==> src/hdl/double_hash_table_engine_defines.svh <==
// Assertion macros for the double hash table engine.
// Used by the top level; expects signals clk and rst_n in the calling scope.
`ifndef DOUBLE_HASH_TABLE_ENGINE_DEFINES_SVH
`define DOUBLE_HASH_TABLE_ENGINE_DEFINES_SVH

// Same-cycle implication, disabled while reset is asserted.
`define DHTE_CHECK(label, ante, cons, msg) \
    label: assert property (@(posedge clk) disable iff (!rst_n) (ante) |-> (cons)) \
        else $error(msg);

// Next-cycle implication, disabled while reset is asserted.
`define DHTE_CHECK_NEXT(label, ante, cons, msg) \
    label: assert property (@(posedge clk) disable iff (!rst_n) (ante) |=> (cons)) \
        else $error(msg);

`endif

==> src/hdl/dhte_pkg.sv <==
// Shared types and constants of the double hash table engine.
// No dependencies; used by the top level and the hash unit.
package dhte_pkg;

    localparam int CAP_WIDTH   = 11;
    localparam int COUNT_WIDTH = 11;
    localparam logic [CAP_WIDTH-1:0] CAP_RESET = 11'd1021;
    // Remainder bits retired per cycle in the hash unit.
    localparam int DIV_STEPS   = 4;

    typedef enum logic [1:0] {
        OP_PUT    = 2'd0,
        OP_GET    = 2'd1,
        OP_REMOVE = 2'd2,
        OP_CLEAR  = 2'd3
    } dhte_op_t;

    typedef enum logic [1:0] {
        ST_OK        = 2'd0,
        ST_NOT_FOUND = 2'd1,
        ST_FULL      = 2'd2
    } dhte_status_t;

    typedef enum logic [1:0] {
        MARK_EMPTY   = 2'd0,
        MARK_USED    = 2'd1,
        MARK_DELETED = 2'd2
    } dhte_mark_t;

    typedef enum logic [2:0] {
        S_SWEEP,
        S_IDLE,
        S_HASH,
        S_PROBE,
        S_FINISH
    } dhte_state_t;

    typedef struct packed {
        logic busy;
        logic done;
    } dhte_unit_st_t;

endpackage

==> src/hdl/dhte_hash.sv <==
// Hash unit: computes key mod C and key mod (C-1) by restoring division,
// DIV_STEPS bits per cycle. Depends on dhte_pkg.
module dhte_hash #(
    parameter int KEY_WIDTH  = 32,
    parameter int CAP_WIDTH  = 11,
    parameter int ADDR_WIDTH = 10
) (
    input  logic                      clk,
    input  logic                      rst_n,
    input  logic                      start,
    input  logic [KEY_WIDTH-1:0]      key_in,
    input  logic [CAP_WIDTH-1:0]      cap,
    output dhte_pkg::dhte_unit_st_t   st,
    output logic [ADDR_WIDTH-1:0]     slot_idx,
    output logic [ADDR_WIDTH-1:0]     slot_step
);

    localparam int STEPS = dhte_pkg::DIV_STEPS;
    localparam int NCYC  = (KEY_WIDTH + STEPS - 1) / STEPS;
    localparam int KP    = NCYC * STEPS;
    localparam int NW    = $clog2(NCYC + 1);

    logic                  busy_reg, busy_next;
    logic                  done_reg, done_next;
    logic [NW-1:0]         cnt_reg, cnt_next;
    logic [KP-1:0]         sh_reg, sh_next;
    logic [CAP_WIDTH-1:0]  r0_reg, r0_next;
    logic [CAP_WIDTH-1:0]  r1_reg, r1_next;
    logic [ADDR_WIDTH-1:0] idx_reg, idx_next;
    logic [ADDR_WIDTH-1:0] step_reg, step_next;

    logic [CAP_WIDTH-1:0]  d1;
    logic [CAP_WIDTH-1:0]  r0_it, r1_it;

    assign d1 = cap - CAP_WIDTH'(1);

    // Both remainders stay below their divisors, so one subtract per bit suffices.
    always_comb
    begin
        logic [CAP_WIDTH:0] t0;
        logic [CAP_WIDTH:0] t1;
        r0_it = r0_reg;
        r1_it = r1_reg;
        for (int j = 0; j < STEPS; j++)
        begin
            t0 = {r0_it, sh_reg[KP-1-j]};
            if (t0 >= {1'b0, cap})
            begin
                t0 = t0 - {1'b0, cap};
            end
            r0_it = t0[CAP_WIDTH-1:0];
            t1 = {r1_it, sh_reg[KP-1-j]};
            if (t1 >= {1'b0, d1})
            begin
                t1 = t1 - {1'b0, d1};
            end
            r1_it = t1[CAP_WIDTH-1:0];
        end
    end

    always_comb
    begin
        busy_next = busy_reg;
        done_next = 1'b0;
        cnt_next  = cnt_reg;
        sh_next   = sh_reg;
        r0_next   = r0_reg;
        r1_next   = r1_reg;
        idx_next  = idx_reg;
        step_next = step_reg;
        if (start)
        begin
            busy_next = 1'b1;
            cnt_next  = '0;
            sh_next   = KP'(key_in);
            r0_next   = '0;
            r1_next   = '0;
        end
        else if (busy_reg)
        begin
            sh_next  = sh_reg << STEPS;
            r0_next  = r0_it;
            r1_next  = r1_it;
            cnt_next = cnt_reg + NW'(1);
            if (cnt_reg == NW'(NCYC - 1))
            begin
                busy_next = 1'b0;
                done_next = 1'b1;
                idx_next  = r0_it[ADDR_WIDTH-1:0];
                // A zero step would never leave the first slot.
                step_next = (r1_it == '0) ? ADDR_WIDTH'(1) : r1_it[ADDR_WIDTH-1:0];
            end
        end
    end

    always_ff @(posedge clk or negedge rst_n)
    begin
        if (!rst_n)
        begin
            busy_reg <= 1'b0;
            done_reg <= 1'b0;
            cnt_reg  <= '0;
        end
        else
        begin
            busy_reg <= busy_next;
            done_reg <= done_next;
            cnt_reg  <= cnt_next;
        end
    end

    always_ff @(posedge clk)
    begin
        sh_reg   <= sh_next;
        r0_reg   <= r0_next;
        r1_reg   <= r1_next;
        idx_reg  <= idx_next;
        step_reg <= step_next;
    end

    assign st.busy   = busy_reg;
    assign st.done   = done_reg;
    assign slot_idx  = idx_reg;
    assign slot_step = step_reg;

endmodule

==> config.mk <==
export PLATFORM = sky130hd
export DESIGN_NAME = dhte_hash
export DESIGN_NICKNAME = d
export VERILOG_FILES = /design/src/hdl/double_hash_table_engine_defines.svh /design/src/hdl/dhte_pkg.sv /design/src/hdl/dhte_hash.sv
export SDC_FILE = /design/constraint.sdc
export NUM_CORES = 1
export LEC_CHECK = 0
export BUFFER_PORTS_ARGS = -buffer_cell sky130_fd_sc_hd__buf_2
export CORE_MARGIN = 2
export CORE_UTILIZATION = 40
export DETAILED_ROUTE_END_ITERATION = 12
export PLACE_DENSITY = 0.66
export SLEW_MARGIN = 20
export SYNTH_ARGS = -nofsm -noshare
export SYNTH_HDL_FRONTEND = slang
export SYNTH_SLANG_ARGS = --single-unit
==> constraint.sdc <==
create_clock -name clk -period 14.27 [get_ports clk]
set_clock_uncertainty 0.2 [all_clocks]
set_input_delay 2.854 -clock clk [delete_from_list [all_inputs] [get_ports clk]]
set_output_delay 2.854 -clock clk [all_outputs]
set_load 0.005 [all_outputs]
# After elaboration in Yosys (flattened, before gate mapping)
# Cells that the tools add are included.
# W data, S select, Z words.
# totals
ff_bits	80
word_cells	49
output_inout_bits	22
input_bits	46
# op_classes
n_mux	18
bitwise_logic	1
magnitude_cmp	8
reduce_logical	3
add_sub_neg	10
n_eq_ne	1
# ops
cell	count
$ge A12 B11 Y1	8
$mux W11	8
$sub A11 B11 Y11	8
$mux W32	2
$logic_not A11 Y1	1
$sub A11 B1 Y11 const B	1
$mux W4	2
$mux W1	6
$add A4 B1 Y4 const B	1
$eq A4 B3 Y1 const B	1
$reduce_and A3 Y1	1
$reduce_bool A2 Y1	1
$not A1 Y1	1

# Depth between registers and ports, before layout
# Gate-level depths: netlist of the first run.
# logic_depth
ltp_word	10
ltp_mapped	51
mapped_depth_nobuf	46

# Least setup slack after synthesis of the first run
# No wires, ideal clock.
# synth_path
path_type	input -> register
startpoint	input cap[1]
endpoint	register step_reg[1], in the netlist slot_step[1], data pin
t_required_ns	13.810
arrival_time_ns	12.732
setup_time_ns	0.260
n_path_buf	6
setup_slack_ns	1.079
cell_stages	46
cell_sequence	inv_1 > ha_1 > nand4_1 > or3_1 > xnor2_1 > ha_1 > clkbuf_1 > nand3_1 > a221o_1 > nand2_1 > clkbuf_1 > mux2_2 > ha_1 > o21a_1 > o21ai_0 > a22oi_1 > o21bai_1 > a221oi_1 > (+10 left out) > a221o_1 > or2_1 > buf_6 > buf_2 > nor2_1 > a21oi_1 > fa_1 > a21o_1 > a21oi_1 > o21bai_1 > a21oi_1 > o21ai_0 > a21o_1 > a22o_1 > or3_1 > a211oi_4 > buf_6 > mux2_2
# synth_via
elab_chain_len	10
word_cells_on_any_way	14
cone_classes	add/sub: 5; order compare: 4; mux: 4; reduce/logical: 1
# synth_rtl
item	line_no	text
from (decl)	dhte_hash.sv:12	input logic [CAP_WIDTH-1:0] cap,
$sub A11 B1 Y11 *	dhte_hash.sv:35	assign d1 = cap - CAP_WIDTH'(1);
$sub A11 B11 Y11 or $ge A12 B11 Y1 (tied branches)	dhte_hash.sv:55, dhte_hash.sv:53	
$mux W11	dhte_hash.sv:53	if (t1 >= {1'b0, d1})
$sub A11 B11 Y11 or $ge A12 B11 Y1 (tied branches)	dhte_hash.sv:55, dhte_hash.sv:53	
$mux W11	dhte_hash.sv:53	
$sub A11 B11 Y11 or $ge A12 B11 Y1 (tied branches)	dhte_hash.sv:55, dhte_hash.sv:53	
$mux W11	dhte_hash.sv:53	
$sub A11 B11 Y11 or $ge A12 B11 Y1 (tied branches)	dhte_hash.sv:55, dhte_hash.sv:53	
$mux W11 *	dhte_hash.sv:53	
$logic_not A11 Y1	dhte_hash.sv:91	step_next = (r1_it == '0) ? ADDR_WIDTH'(1) : r1_it[ADDR_WIDTH-1:0];
to (signal assigned)	dhte_hash.sv:118	step_reg <= step_next;
to (decl)	dhte_hash.sv:30	logic [ADDR_WIDTH-1:0] step_reg, step_next;
# Mark *: on every way between the ends. The rest lies on a longest branch, timed or not.
# A chain may end at the register's enable or synchronous reset.

# Final worst setup path of the first run
# layout_path
startpoint	input cap[1]
endpoint	register r1_reg[4]
# layout_via
elab_chain_len	9
word_cells_on_any_way	13
cone_classes	add/sub: 5; order compare: 4; mux: 4
# layout_rtl
item	line_no	text
$sub A11 B1 Y11 *	dhte_hash.sv:35	
$sub A11 B11 Y11 or $ge A12 B11 Y1 (tied branches)	dhte_hash.sv:55, dhte_hash.sv:53	
$mux W11	dhte_hash.sv:53	
$sub A11 B11 Y11 or $ge A12 B11 Y1 (tied branches)	dhte_hash.sv:55, dhte_hash.sv:53	
$mux W11	dhte_hash.sv:53	
$sub A11 B11 Y11 or $ge A12 B11 Y1 (tied branches)	dhte_hash.sv:55, dhte_hash.sv:53	
$mux W11	dhte_hash.sv:53	
$sub A11 B11 Y11 or $ge A12 B11 Y1 (tied branches)	dhte_hash.sv:55, dhte_hash.sv:53	
$mux W11 *	dhte_hash.sv:53	
to (signal assigned)	dhte_hash.sv:116	r1_reg <= r1_next;
to (decl)	dhte_hash.sv:28	logic [CAP_WIDTH-1:0] r1_reg, r1_next;
# Marks and branches as above.

==> out/metrics.cfg, run 1 <==
[global_routing]
globalRouteTotalUtil_pct = 21.5
wire_length_of_the_first_global_routing_pass_mm = 37.6
vias_in_the_first_global_route = 7167
grt-ovfl-total = 0
antenna_found_initial = 0
grt_start_max_net_pins = 52

[sta]
grt_setup_unrepaired = no
timing.final.setup_violations = 0
final.period_utilization_pct = 94.8
fmaxAchievable_ghz = 0.0739
fin_tns_setup_ns = 0
worst-slew-pin-transition_ns = 0.744
maxSlewViolCount = 0
layout_min_cycle_time_ns = 13.53
timing.final.hold_violations = 0
relSlewSlack_pct = 49.8

[placed_design]
dp_hpwl_mm = 18.9
gp_congestion = 0.928
port_buffers = 67

[drt]
drt_wl_total_mm = 23.7
final_antenna_net_count = 0
via_density_per_instance = 5.80
post_drt_wl_per_cell_um = 18.4
drc = 0
route.vias.total = 7464
initialDrtViolationCount = 650
drtPass1Iterations = 5

[logic_synthesis]
yosysUniqueCellTypes = 74
ff_latch_count_synth = 80
ys_dominant_reg_cell = sky130_fd_sc_hd__edfxtp_1
post_synth.cell_area_avg_sq_um = 8.84
syn-num-nets = 1085
mappedNetlistArea_sq_mm = 0.00833
postSynthCellCount = 942
yosys_warnings = 0
synth_edf_count = 52
fraction_of_registers_with_async_set_or_reset_after_synthesis_pct = 7.50
seq_area_frac_synth_pct = 25.8

[clock_network]
cts.reportedPaths.clkPinSlew_ns = 0.06
cts_made_buffers = 9
clock_latency_on_the_worst_skew_pair_ns = 0.33
clkSinkCount = 80
tritoncts_clock_tree = built
clock-root-buffer = sky130_fd_sc_hd__clkbuf_16
post_cts_buffers = 0
cts_hold_repair.buffers = 0
htree_num_levels = 3
cts_max_path_buffers = 2
cts_resized = 0

[run]
max-cap-violations = 0

[critical_path]
setup.worst_path.start = cap[1]
worstReg2RegStart = sh_reg[31]
endpoint_kind = flop
arrival_ns = 13.55
crit_slowest_cell = sky130_fd_sc_hd__a222oi_1
worst_setup_path_class = in -> reg
worst-endpoint-required_ns = 14.30
critical_path.most_common_cell = sky130_fd_sc_hd__a21oi_1
worst-path-max-fanout = 16
critPathLaunchType = input pin
worst_path_largest_cell_delay_ns = 0.54

[die]
die_height_um = 148
start_util_pct = 40.9
placementRows = 52
die_width_um = 148
coreArea_sq_mm = 0.0204
top_level_ports = 68
die_area_sq_mm = 0.0220

[finish]
final_net_count = 1154
area_growth_syn_to_layout_pct = 12.7
largest_register_ffs = 32
final_layout_size_suffix_gt1_share_pct = 18.7
layout_commonest_cell = sky130_fd_sc_hd__ha_1
layout.cells.most_common_list = 88 x sky130_fd_sc_hd__ha_1, 71 x sky130_fd_sc_hd__nor2_1, 69 x sky130_fd_sc_hd__inv_1, 67 x sky130_fd_sc_hd__buf_2
number_of_diodes_added_for_antenna_fixing = 0

[min_path]
min_path_type = reg -> reg
worst_hold_startpoint = r0_reg[10]

[outcome]
outcome = complete, no violations

-- Yosys cell counts (8+ instances only) --
cell / number / area (sq um)
sky130_fd_sc_hd__mux2_2: 63 / 709
sky130_fd_sc_hd__a21o_1: 28 / 210
sky130_fd_sc_hd__nand4_1: 13 / 81.3
sky130_fd_sc_hd__and2_1: 14 / 87.6
sky130_fd_sc_hd__a211oi_1: 8 / 60.1
sky130_fd_sc_hd__a31oi_1: 8 / 50.1
sky130_fd_sc_hd__o21ai_0: 63 / 315
sky130_fd_sc_hd__o21a_1: 19 / 143
sky130_fd_sc_hd__edfxtp_1: 52 / 1560
sky130_fd_sc_hd__a21oi_1: 52 / 260
sky130_fd_sc_hd__fa_1: 8 / 160
sky130_fd_sc_hd__o31ai_1: 9 / 67.6
sky130_fd_sc_hd__nor3_1: 18 / 90.1
sky130_fd_sc_hd__nor2_1: 72 / 270
sky130_fd_sc_hd__xor2_1: 18 / 158
sky130_fd_sc_hd__dfxtp_1: 22 / 440
sky130_fd_sc_hd__nand2b_1: 17 / 106
sky130_fd_sc_hd__clkbuf_1: 19 / 71.3
sky130_fd_sc_hd__inv_1: 70 / 263
sky130_fd_sc_hd__nand2_1: 53 / 199
sky130_fd_sc_hd__mux2i_1: 12 / 120
sky130_fd_sc_hd__and3_1: 8 / 50.1
sky130_fd_sc_hd__nand3_1: 18 / 90.1
sky130_fd_sc_hd__ha_1: 89 / 1110
sky130_fd_sc_hd__xnor2_1: 39 / 342
sky130_fd_sc_hd__nor2b_1: 17 / 106
-- layout make-up --
| class | count | area (sq um) |
|---|---|---|
| multi-input combinational | 762 | 5810 |
| timing repair buffer | 87 | 485 |
| fill | 1970 | 11000 |
| sequential | 80 | 2150 |
| clock inverter | 4 | 48.8 |
| tap | 270 | 338 |
| clock buffer | 12 | 279 |
| inverter | 71 | 270 |
-- cell families (layout without fill, tap and decap cells) --
group                    count (synthesis)  after routing  synth area share (%)
adder cells (fa/ha/maj)                 98             98                  15.4
multiplexers                            75             75                  9.96
XOR/XNOR                                57             57                  5.99
AND/OR/NAND/NOR                        264            264                  16.0
flip-flops                              80             80                  25.8
buffers and inverters                  100            174                  4.90
AO/OA/AOI/OAI                          268            268                  21.9
-- final timing paths --
kind | to | slack (ns) | cells after the start
max reg2reg | slot_idx[5] | 3.40 | 42
min reg2reg | r0_reg[10] | 0.31 | 2
max | r1_reg[4] | 0.74 | 44
min | r0_reg[10] | 0.31 | 2
min in group asynchronous | done_reg | 2.13 | 1
max in group asynchronous | cnt_reg[1] | 11.60 | 1
-- metrics by stage --
step / utilization, % / setup slack, ns / hold slack, ns / cell area (sq um) / std cells
floorplan: - / 1.08 / 0.253 / 8330 / 942
global route: 46.1 / 0.0966 / 0.324 / 9390 / 1286
global placement: 44.3 / 0.413 / 0.287 / 9010 / 1270
finish: 46.1 / 0.744 / 0.309 / 9390 / 1286
detailed placement: 44.3 / 0.220 / 0.304 / 9010 / 1270
CTS: 45.9 / 0.539 / 0.312 / 9340 / 1286
-- per-layer routing --
metal | part of all wire (%) | track usage, % | vias up | wire [um]
li1 | - | - | 3646 | -
met4 | 1.4 | 4.90 | 0 | 320
met2 | 44 | 34.2 | 256 | 10500
met1 | 48 | 30.6 | 3542 | 11300
met3 | 6.9 | 3.56 | 20 | 1630
met5 | 0 | 0 | - | 0
-- critical path, delay by kind of cell --
kind                     cells  cell delay, ns
AO/OA/AOI/OAI               25            5.65
adder cells (fa/ha/maj)      5            2.08
AND/OR/NAND/NOR              7            1.46
buffers and inverters        6            1.11
multiplexers                 1            0.38
Power of run 1 is not shown: default switching activity piles up to over one toggle a cycle in this logic, so the estimate is an artifact.
==> run 2, diff against run 1 <==
--- a/config.mk
+++ b/config.mk
@@ -5,12 +5,13 @@
 export SDC_FILE = /design/constraint.sdc
 export NUM_CORES = 1
 export LEC_CHECK = 0
+export ABC_AREA = 1
 export BUFFER_PORTS_ARGS = -buffer_cell sky130_fd_sc_hd__buf_2
 export CORE_MARGIN = 2
 export CORE_UTILIZATION = 40
 export DETAILED_ROUTE_END_ITERATION = 12
 export PLACE_DENSITY = 0.66
-export SLEW_MARGIN = 20
+export SLEW_MARGIN = 5
 export SYNTH_ARGS = -nofsm -noshare
 export SYNTH_HDL_FRONTEND = slang
 export SYNTH_SLANG_ARGS = --single-unit
==> constraint.sdc (replaced) <==
create_clock -name clk -period 16.64 [get_ports clk]
set_clock_uncertainty 0.2 [all_clocks]
set_input_delay 3.328 -clock clk [delete_from_list [all_inputs] [get_ports clk]]
set_output_delay 3.328 -clock clk [all_outputs]
set_load 0.005 [all_outputs]
==> run 2 against run 1 <==
Against the previous run:
- cell area is 4.7% lower
- utilization shrank 1.6 points
- critical path depth is 9 higher
- non-clock buffer count shrank 17
- clock-buffer cell count is 2 lower
- die area shrank 2.5%
- routed wire length decreased by 9.7%
- sequential cell count unchanged
- setup slack improved by 2.3 ns
- sequential share of layout area is 1.1 points higher
==> out/metrics.cfg, run 2 <==
[outcome]
outcome = complete, no violations

[logic_synthesis]
post_synth.cell_area_avg_sq_um = 7.21  ; -18%
syn-num-nets = 1269  ; +17%
yosys_warnings = 0  ; unchanged
post-synth-top-area-fraction_pct = 19.2  ; +0.49 points
yosysUniqueCellTypes = 52  ; -30%
ys_dominant_reg_cell = sky130_fd_sc_hd__edfxtp_1
ff_latch_count_synth = 80  ; unchanged
netlist_top_cells_area = sky130_fd_sc_hd__edfxtp_1 19%, sky130_fd_sc_hd__nand2_1 15%, sky130_fd_sc_hd__ha_1 14%, sky130_fd_sc_hd__inv_1 6.8%, sky130_fd_sc_hd__dfxtp_1 5.4%
synth_largest_area_cell = sky130_fd_sc_hd__edfxtp_1
synth_most_common_cell = sky130_fd_sc_hd__nand2_1
postSynthCellCount = 1126  ; +20%
seq_area_frac_synth_pct = 26.5  ; +0.67 points
mappedNetlistArea_sq_mm = 0.00812  ; -2.5%
synth.top_cells.by_count = 333 x sky130_fd_sc_hd__nand2_1, 147 x sky130_fd_sc_hd__inv_1, 89 x sky130_fd_sc_hd__ha_1, 80 x sky130_fd_sc_hd__nand3_1, 69 x sky130_fd_sc_hd__a21oi_1
fraction_of_registers_with_async_set_or_reset_after_synthesis_pct = 7.50  ; unchanged
synth_edf_count = 52  ; unchanged

[die]
die_height_um = 146  ; -1.2%
start_util_pct = 40.4  ; -0.52 points
top_level_ports = 68  ; unchanged
die_width_um = 146  ; -1.2%
die_area_sq_mm = 0.0214  ; -2.5%
placementRows = 52  ; unchanged
coreArea_sq_mm = 0.0201  ; -1.3%

[drt]
drtPass1Iterations = 5  ; unchanged
initialDrtViolationCount = 456  ; -30%
drt_wl_total_mm = 21.4  ; -9.7%
post_drt_wl_per_cell_um = 14.7  ; -20%
via_density_per_instance = 5.13  ; -12%
final_antenna_net_count = 0  ; unchanged
route.vias.total = 7476  ; +0.16%
drc = 0  ; unchanged

[critical_path]
arrival_ns = 13.50  ; -0.05 ns
worstReg2RegStart = sh_reg[31]
endpoint_kind = flop
reg2reg_to = slot_idx[1]
critPathLaunchType = input pin
critical-path-top-delay-family = simple AND/OR/NAND/NOR gates
worst-endpoint-required_ns = 16.53  ; +2.23 ns
worst_path_largest_cell_delay_ns = 0.91  ; +0.37 ns
crit_slowest_cell = sky130_fd_sc_hd__nor2_1
worst-r2r-setup-slack_ns = 5.73  ; +2.33 ns
worst_setup_path_class = in -> reg
worst-path-max-fanout = 21  ; +5
worstPathBufferInverterCount = 4  ; -2
reg2reg_depth = 54  ; +29%
critical_path.most_common_cell = sky130_fd_sc_hd__nand2_1

[global_routing]
antenna_found_initial = 5  ; +5
grt-ovfl-total = 0  ; unchanged
globalRouteTotalUtil_pct = 20.2  ; -1.3 points
vias_in_the_first_global_route = 6874  ; -4.1%
grt_start_max_net_pins = 39  ; -25%
wire_length_of_the_first_global_routing_pass_mm = 34.8  ; -7.6%

[sta]
timing.final.hold_violations = 0  ; unchanged
relSlewSlack_pct = 18.6  ; -31 points
grt_setup_unrepaired = no
fmaxAchievable_ghz = 0.0735
fin_tns_setup_ns = 0  ; unchanged
final.period_utilization_pct = 81.7
timing.final.setup_violations = 0  ; unchanged
layout_min_cycle_time_ns = 13.60
worst-slew-pin-transition_ns = 1.22  ; +0.473 ns
maxSlewViolCount = 0  ; unchanged

[min_path]
hold_depth = 2  ; unchanged
holdPathEnd = r0_reg[10]
worst_hold_startpoint = r0_reg[10]
min_path_type = reg -> reg

[finish]
final_net_count = 1324  ; +15%
largest_register_ffs = 32  ; unchanged
fin_area_sq_mm = 0.00894  ; -4.7%
layout.core_utilization_pct = 44.5  ; -1.6 points
final_layout_size_suffix_gt1_share_pct = 11.0  ; -7.7 points
layout.cells.most_common_list = 333 x sky130_fd_sc_hd__nand2_1, 147 x sky130_fd_sc_hd__inv_1, 89 x sky130_fd_sc_hd__ha_1, 80 x sky130_fd_sc_hd__nand3_1, 69 x sky130_fd_sc_hd__a21oi_1
layout_commonest_cell = sky130_fd_sc_hd__nand2_1
final-instance-count-excl-fill = 1458  ; +13%
area_growth_syn_to_layout_pct = 10.2

[clock_network]
clkSinkCount = 80  ; unchanged
clock-root-buffer = sky130_fd_sc_hd__clkbuf_16
clock_latency_on_the_worst_skew_pair_ns = 0.34  ; about the same
cts_made_buffers = 9  ; unchanged
post_cts_buffers = 0  ; unchanged
cts_hold_repair.buffers = 0  ; unchanged
cts_resized = 0  ; unchanged
cts_max_path_buffers = 2  ; unchanged
cts.reportedPaths.clkPinSlew_ns = 0.06  ; about the same
tritoncts_clock_tree = built
htree_num_levels = 3  ; unchanged

[run]
max-cap-violations = 0  ; unchanged

[placed_design]
gp_congestion = 0.991  ; +6.8%
port_buffers = 67  ; unchanged
placed_cells = 1440  ; +13%
placedInstanceArea_sq_mm = 0.00866  ; -4.0%
dp_hpwl_mm = 17.3  ; -8.6%

-- run 2: cell types whose count changed in the layout (fill, tap and decap cells not counted), moves of 22 or more --
cell / previous run / this run
sky130_fd_sc_hd__mux2_2: 63 / 1
sky130_fd_sc_hd__a21o_1: 28 / 6
sky130_fd_sc_hd__nand3_1: 18 / 80
sky130_fd_sc_hd__nand2_1: 52 / 333
sky130_fd_sc_hd__nor2_1: 71 / 41
sky130_fd_sc_hd__inv_1: 69 / 147
-- run 2: worst max path at each step --
stage	start	to	slack [ns]	depth (start not counted)
6_report	cap[1]	slot_idx[1]	3.04	53
3_3_place_gp	cap[1]	slot_idx[2]	2.88	53
2_1_floorplan	cap[1]	slot_step[0]	5.19	65
4_1_cts	cap[1]	slot_idx[2]	3.14	53
3_5_place_dp	cap[1]	slot_idx[2]	2.80	53
5_1_grt	cap[1]	slot_idx[0]	1.95	53
-- run 2: metrics by stage --
step	worst slack [ns]	hold WS, ns
detailed placement	2.80	0.249
floorplan	5.19	0.227
global route	1.95	0.313
CTS	3.14	0.261
global placement	2.88	0.247
finish	3.04	0.260
-- run 2: kinds of logic (layout without fill, tap and decap cells) --
kind of cell,Yosys count,count (layout),synth area share (%)
multiplexers,1,1,0.139
buffers and inverters,176,236,9.00
XOR/XNOR,70,70,7.55
AND/OR/NAND/NOR,537,537,29.8
other,0,2,0
adder cells (fa/ha/maj),97,97,15.7
flip-flops,80,80,26.5
AO/OA/AOI/OAI,165,165,11.3
-- run 2: worst min-delay path, cell delays in order (launching register included) --
cell and delay [ns]:
sky130_fd_sc_hd__dfxtp_1 0.31, sky130_fd_sc_hd__nand2_1 0.06, sky130_fd_sc_hd__nand2_1 0.05
-- run 2: final cells by class --
class	count	area, sq um
fill	2064	11200
multi-input combinational	870	5240
sequential	80	2150
inverter	150	566
timing repair buffer	70	358
tap	270	338
clock buffer	10	229
clock inverter	6	52.6
antenna	2	5.00
-- run 2: metal layers --
metal  vias up  share of wire (%)  track usage, %
li1       3808                  -               -
met1      3366                 47            28.3
met2       265                 42            31.5
met3        33                8.6            5.13
met4         4                1.5            4.32
met5         -               0.13               0
Power of run 2 is left out for the same reason.
==> run 3, diff against run 2 <==
--- a/config.mk
+++ b/config.mk
@@ -10,7 +10,7 @@
 export CORE_MARGIN = 2
 export CORE_UTILIZATION = 40
 export DETAILED_ROUTE_END_ITERATION = 12
-export PLACE_DENSITY = 0.66
+export PLACE_DENSITY = 0.68
 export SLEW_MARGIN = 5
 export SYNTH_ARGS = -nofsm -noshare
 export SYNTH_HDL_FRONTEND = slang
==> constraint.sdc (replaced) <==
create_clock -name clk -period 11.6 [get_ports clk]
set_clock_uncertainty 0.2 [all_clocks]
set_input_delay 2.32 -clock clk [delete_from_list [all_inputs] [get_ports clk]]
set_output_delay 2.32 -clock clk [all_outputs]
set_load 0.005 [all_outputs]
==> run 3 against run 2 <==
Against the previous run:
- global-route usage is 0.96 points higher
- non-clock buffer count up 15
- routed wire length grew 2.4%
- worst hold slack improved by 0.012 ns
- via count fell by 1.7%
- sequential cell count unchanged
- first-iteration DRC count up 19%
- utilization rose by 0.93 points
- critical path depth is 9 higher
- cell area is 2.1% higher
- cell count grew 0.89%
- critical endpoint is now slot_step[0]
==> out/metrics.cfg, run 3 (synthesis results as in run 2) <==
[sta]
final.period_utilization_pct = 93.0
whs_ns = 0.272  ; +0.0119 ns
fmaxAchievable_ghz = 0.0926
timing.final.hold_violations = 0  ; unchanged
relSlewSlack_pct = 22.8  ; +4.1 points
maxSlewViolCount = 0  ; unchanged
layout_setup_ws_ns = 0.807  ; -2.23 ns
layout_min_cycle_time_ns = 10.79
worst-slew-pin-transition_ns = 1.15  ; -0.0619 ns
timing.final.setup_violations = 0  ; unchanged

[run]
max-cap-violations = 0  ; unchanged

[clock_network]
cts_made_buffers = 9  ; unchanged
clock_latency_on_the_worst_skew_pair_ns = 0.35  ; about the same
htree_num_levels = 3  ; unchanged
cts_max_path_buffers = 2  ; unchanged
cts_hold_repair.buffers = 0  ; unchanged
clock-root-buffer = sky130_fd_sc_hd__clkbuf_16
tritoncts_clock_tree = built
cts.reportedPaths.clkPinSlew_ns = 0.06  ; about the same
clkSinkCount = 80  ; unchanged

[global_routing]
grt_start_max_net_pins = 37  ; -5.1%
globalRouteTotalUtil_pct = 21.1  ; +0.96 points
grt-ovfl-total = 0  ; unchanged
wire_length_of_the_first_global_routing_pass_mm = 36.1  ; +3.7%
antenna_found_initial = 2  ; -3
vias_in_the_first_global_route = 7056  ; +2.6%

[drt]
via_density_per_instance = 4.99  ; -2.6%
route.vias.total = 7346  ; -1.7%
drc = 0  ; unchanged
final_antenna_net_count = 0  ; unchanged
drtPass1Iterations = 5  ; unchanged
initialDrtViolationCount = 543  ; +19%
post_drt_wl_per_cell_um = 14.9  ; +1.5%
drt_wl_total_mm = 21.9  ; +2.4%

[critical_path]
endpoint_kind = flop
worst_path_largest_cell_delay_ns = 0.40  ; -0.51 ns
arrival_ns = 10.81  ; -2.69 ns
worst_setup_path_class = in -> reg
worst-path-max-fanout = 18  ; -14%
critPathLaunchType = input pin
worstPathBufferInverterCount = 10  ; +6
worst-endpoint-required_ns = 11.62  ; -4.91 ns
critical_path.most_common_cell = sky130_fd_sc_hd__nand2_1
critical-path-top-delay-family = simple AND/OR/NAND/NOR gates
crit_slowest_cell = sky130_fd_sc_hd__xor2_1

[outcome]
outcome = complete, no violations

[placed_design]
preCtsSetupSlack_ns = 0.0190  ; -2.78 ns
placed_cells = 1453  ; +0.90%
dp_hpwl_mm = 17.9  ; +3.6%
port_buffers = 67  ; unchanged
gp_congestion = 0.908  ; -8.4%

[min_path]
min_path_type = reg -> reg

[finish]
final_layout_size_suffix_gt1_share_pct = 12.9  ; +1.9 points
multiInputGateArea_sq_mm = 0.00528  ; +0.79%
num-fill-cells = 2038  ; -1.3%
regArea_sq_mm = 0.00215  ; unchanged
largest_register_ffs = 32  ; unchanged
layout.cells.most_common_list = 332 x sky130_fd_sc_hd__nand2_1, 145 x sky130_fd_sc_hd__inv_1, 89 x sky130_fd_sc_hd__ha_1, 80 x sky130_fd_sc_hd__nand3_1, 69 x sky130_fd_sc_hd__a21oi_1
final_net_count = 1339  ; +1.1%
layout_commonest_cell = sky130_fd_sc_hd__nand2_1
final-instance-count-excl-fill = 1471  ; +0.89%
area_growth_syn_to_layout_pct = 12.5
number_of_diodes_added_for_antenna_fixing = 0  ; -2

[die]
die_height_um = 146  ; unchanged
die_area_sq_mm = 0.0214  ; unchanged
start_util_pct = 40.4  ; unchanged
placementRows = 52  ; unchanged
coreArea_sq_mm = 0.0201  ; unchanged
die_width_um = 146  ; unchanged
top_level_ports = 68  ; unchanged

==> run 3: repair_timing <==
item	4_1_cts	5_1_grt
setup endpoints to repair	0	42
setup buffers	0	2
gates resized for setup	0	20
==> run 3: final cells by class <==
type | instances | share of cell area [%]
clock inverter | 5 | 0.672
multi-input combinational | 870 | 57.9
timing repair buffer | 85 | 5.15
inverter | 150 | 6.24
clock buffer | 11 | 2.78
sequential | 80 | 23.6
tap | 270 | 3.70
==> run 3: through the flow <==
stage	cell area, sq um	utilization (%)	setup TNS (ns)
after global routing	9130	45.4	-0.0569
after detailed placement	8750	43.5	0
after floorplan	8120	-	0
after global placement	8750	43.5	0
final	9130	45.4	0
after CTS	9070	45.1	0
==> run 3: final timing paths <==
| check | startpoint | end | slack, ns | depth (start not counted) |
|---|---|---|---|---|
| worst max-delay path | cap[0] | slot_step[0] | 0.81 | 62 |
| worst min-delay path | r0_reg[10] | r0_reg[10] | 0.27 | 2 |
| worst max register to register | sh_reg[31] | slot_idx[0] | 2.49 | 50 |
| worst min register to register | r0_reg[10] | r0_reg[10] | 0.27 | 2 |
| max in group asynchronous | rst_n | cnt_reg[1] | 9.47 | 1 |
| min in group asynchronous | rst_n | cnt_reg[3] | 1.58 | 1 |
==> run 3: worst register-to-register path: cells and delay by family (launching register included) <==
kind | cells | cell delay, ns
compound gates | 14 | 2.50
fa+ha+maj | 5 | 1.91
buf+inv | 7 | 1.04
flops | 1 | 0.35
simple gates | 24 | 2.86
==> run 3: per-layer routing <==
layer | vias to the layer above | track usage (%) | wire length [um] | part of all wire, %
met4 | 4 | 4.85 | 320 | 1.5
met5 | - | 0 | 27 | 0.12
met3 | 31 | 4.88 | 1390 | 6.3
li1 | 3839 | - | - | -
met1 | 3259 | 29.5 | 10700 | 49
met2 | 213 | 33.4 | 9470 | 43
Power of run 3 is left out for the same reason.
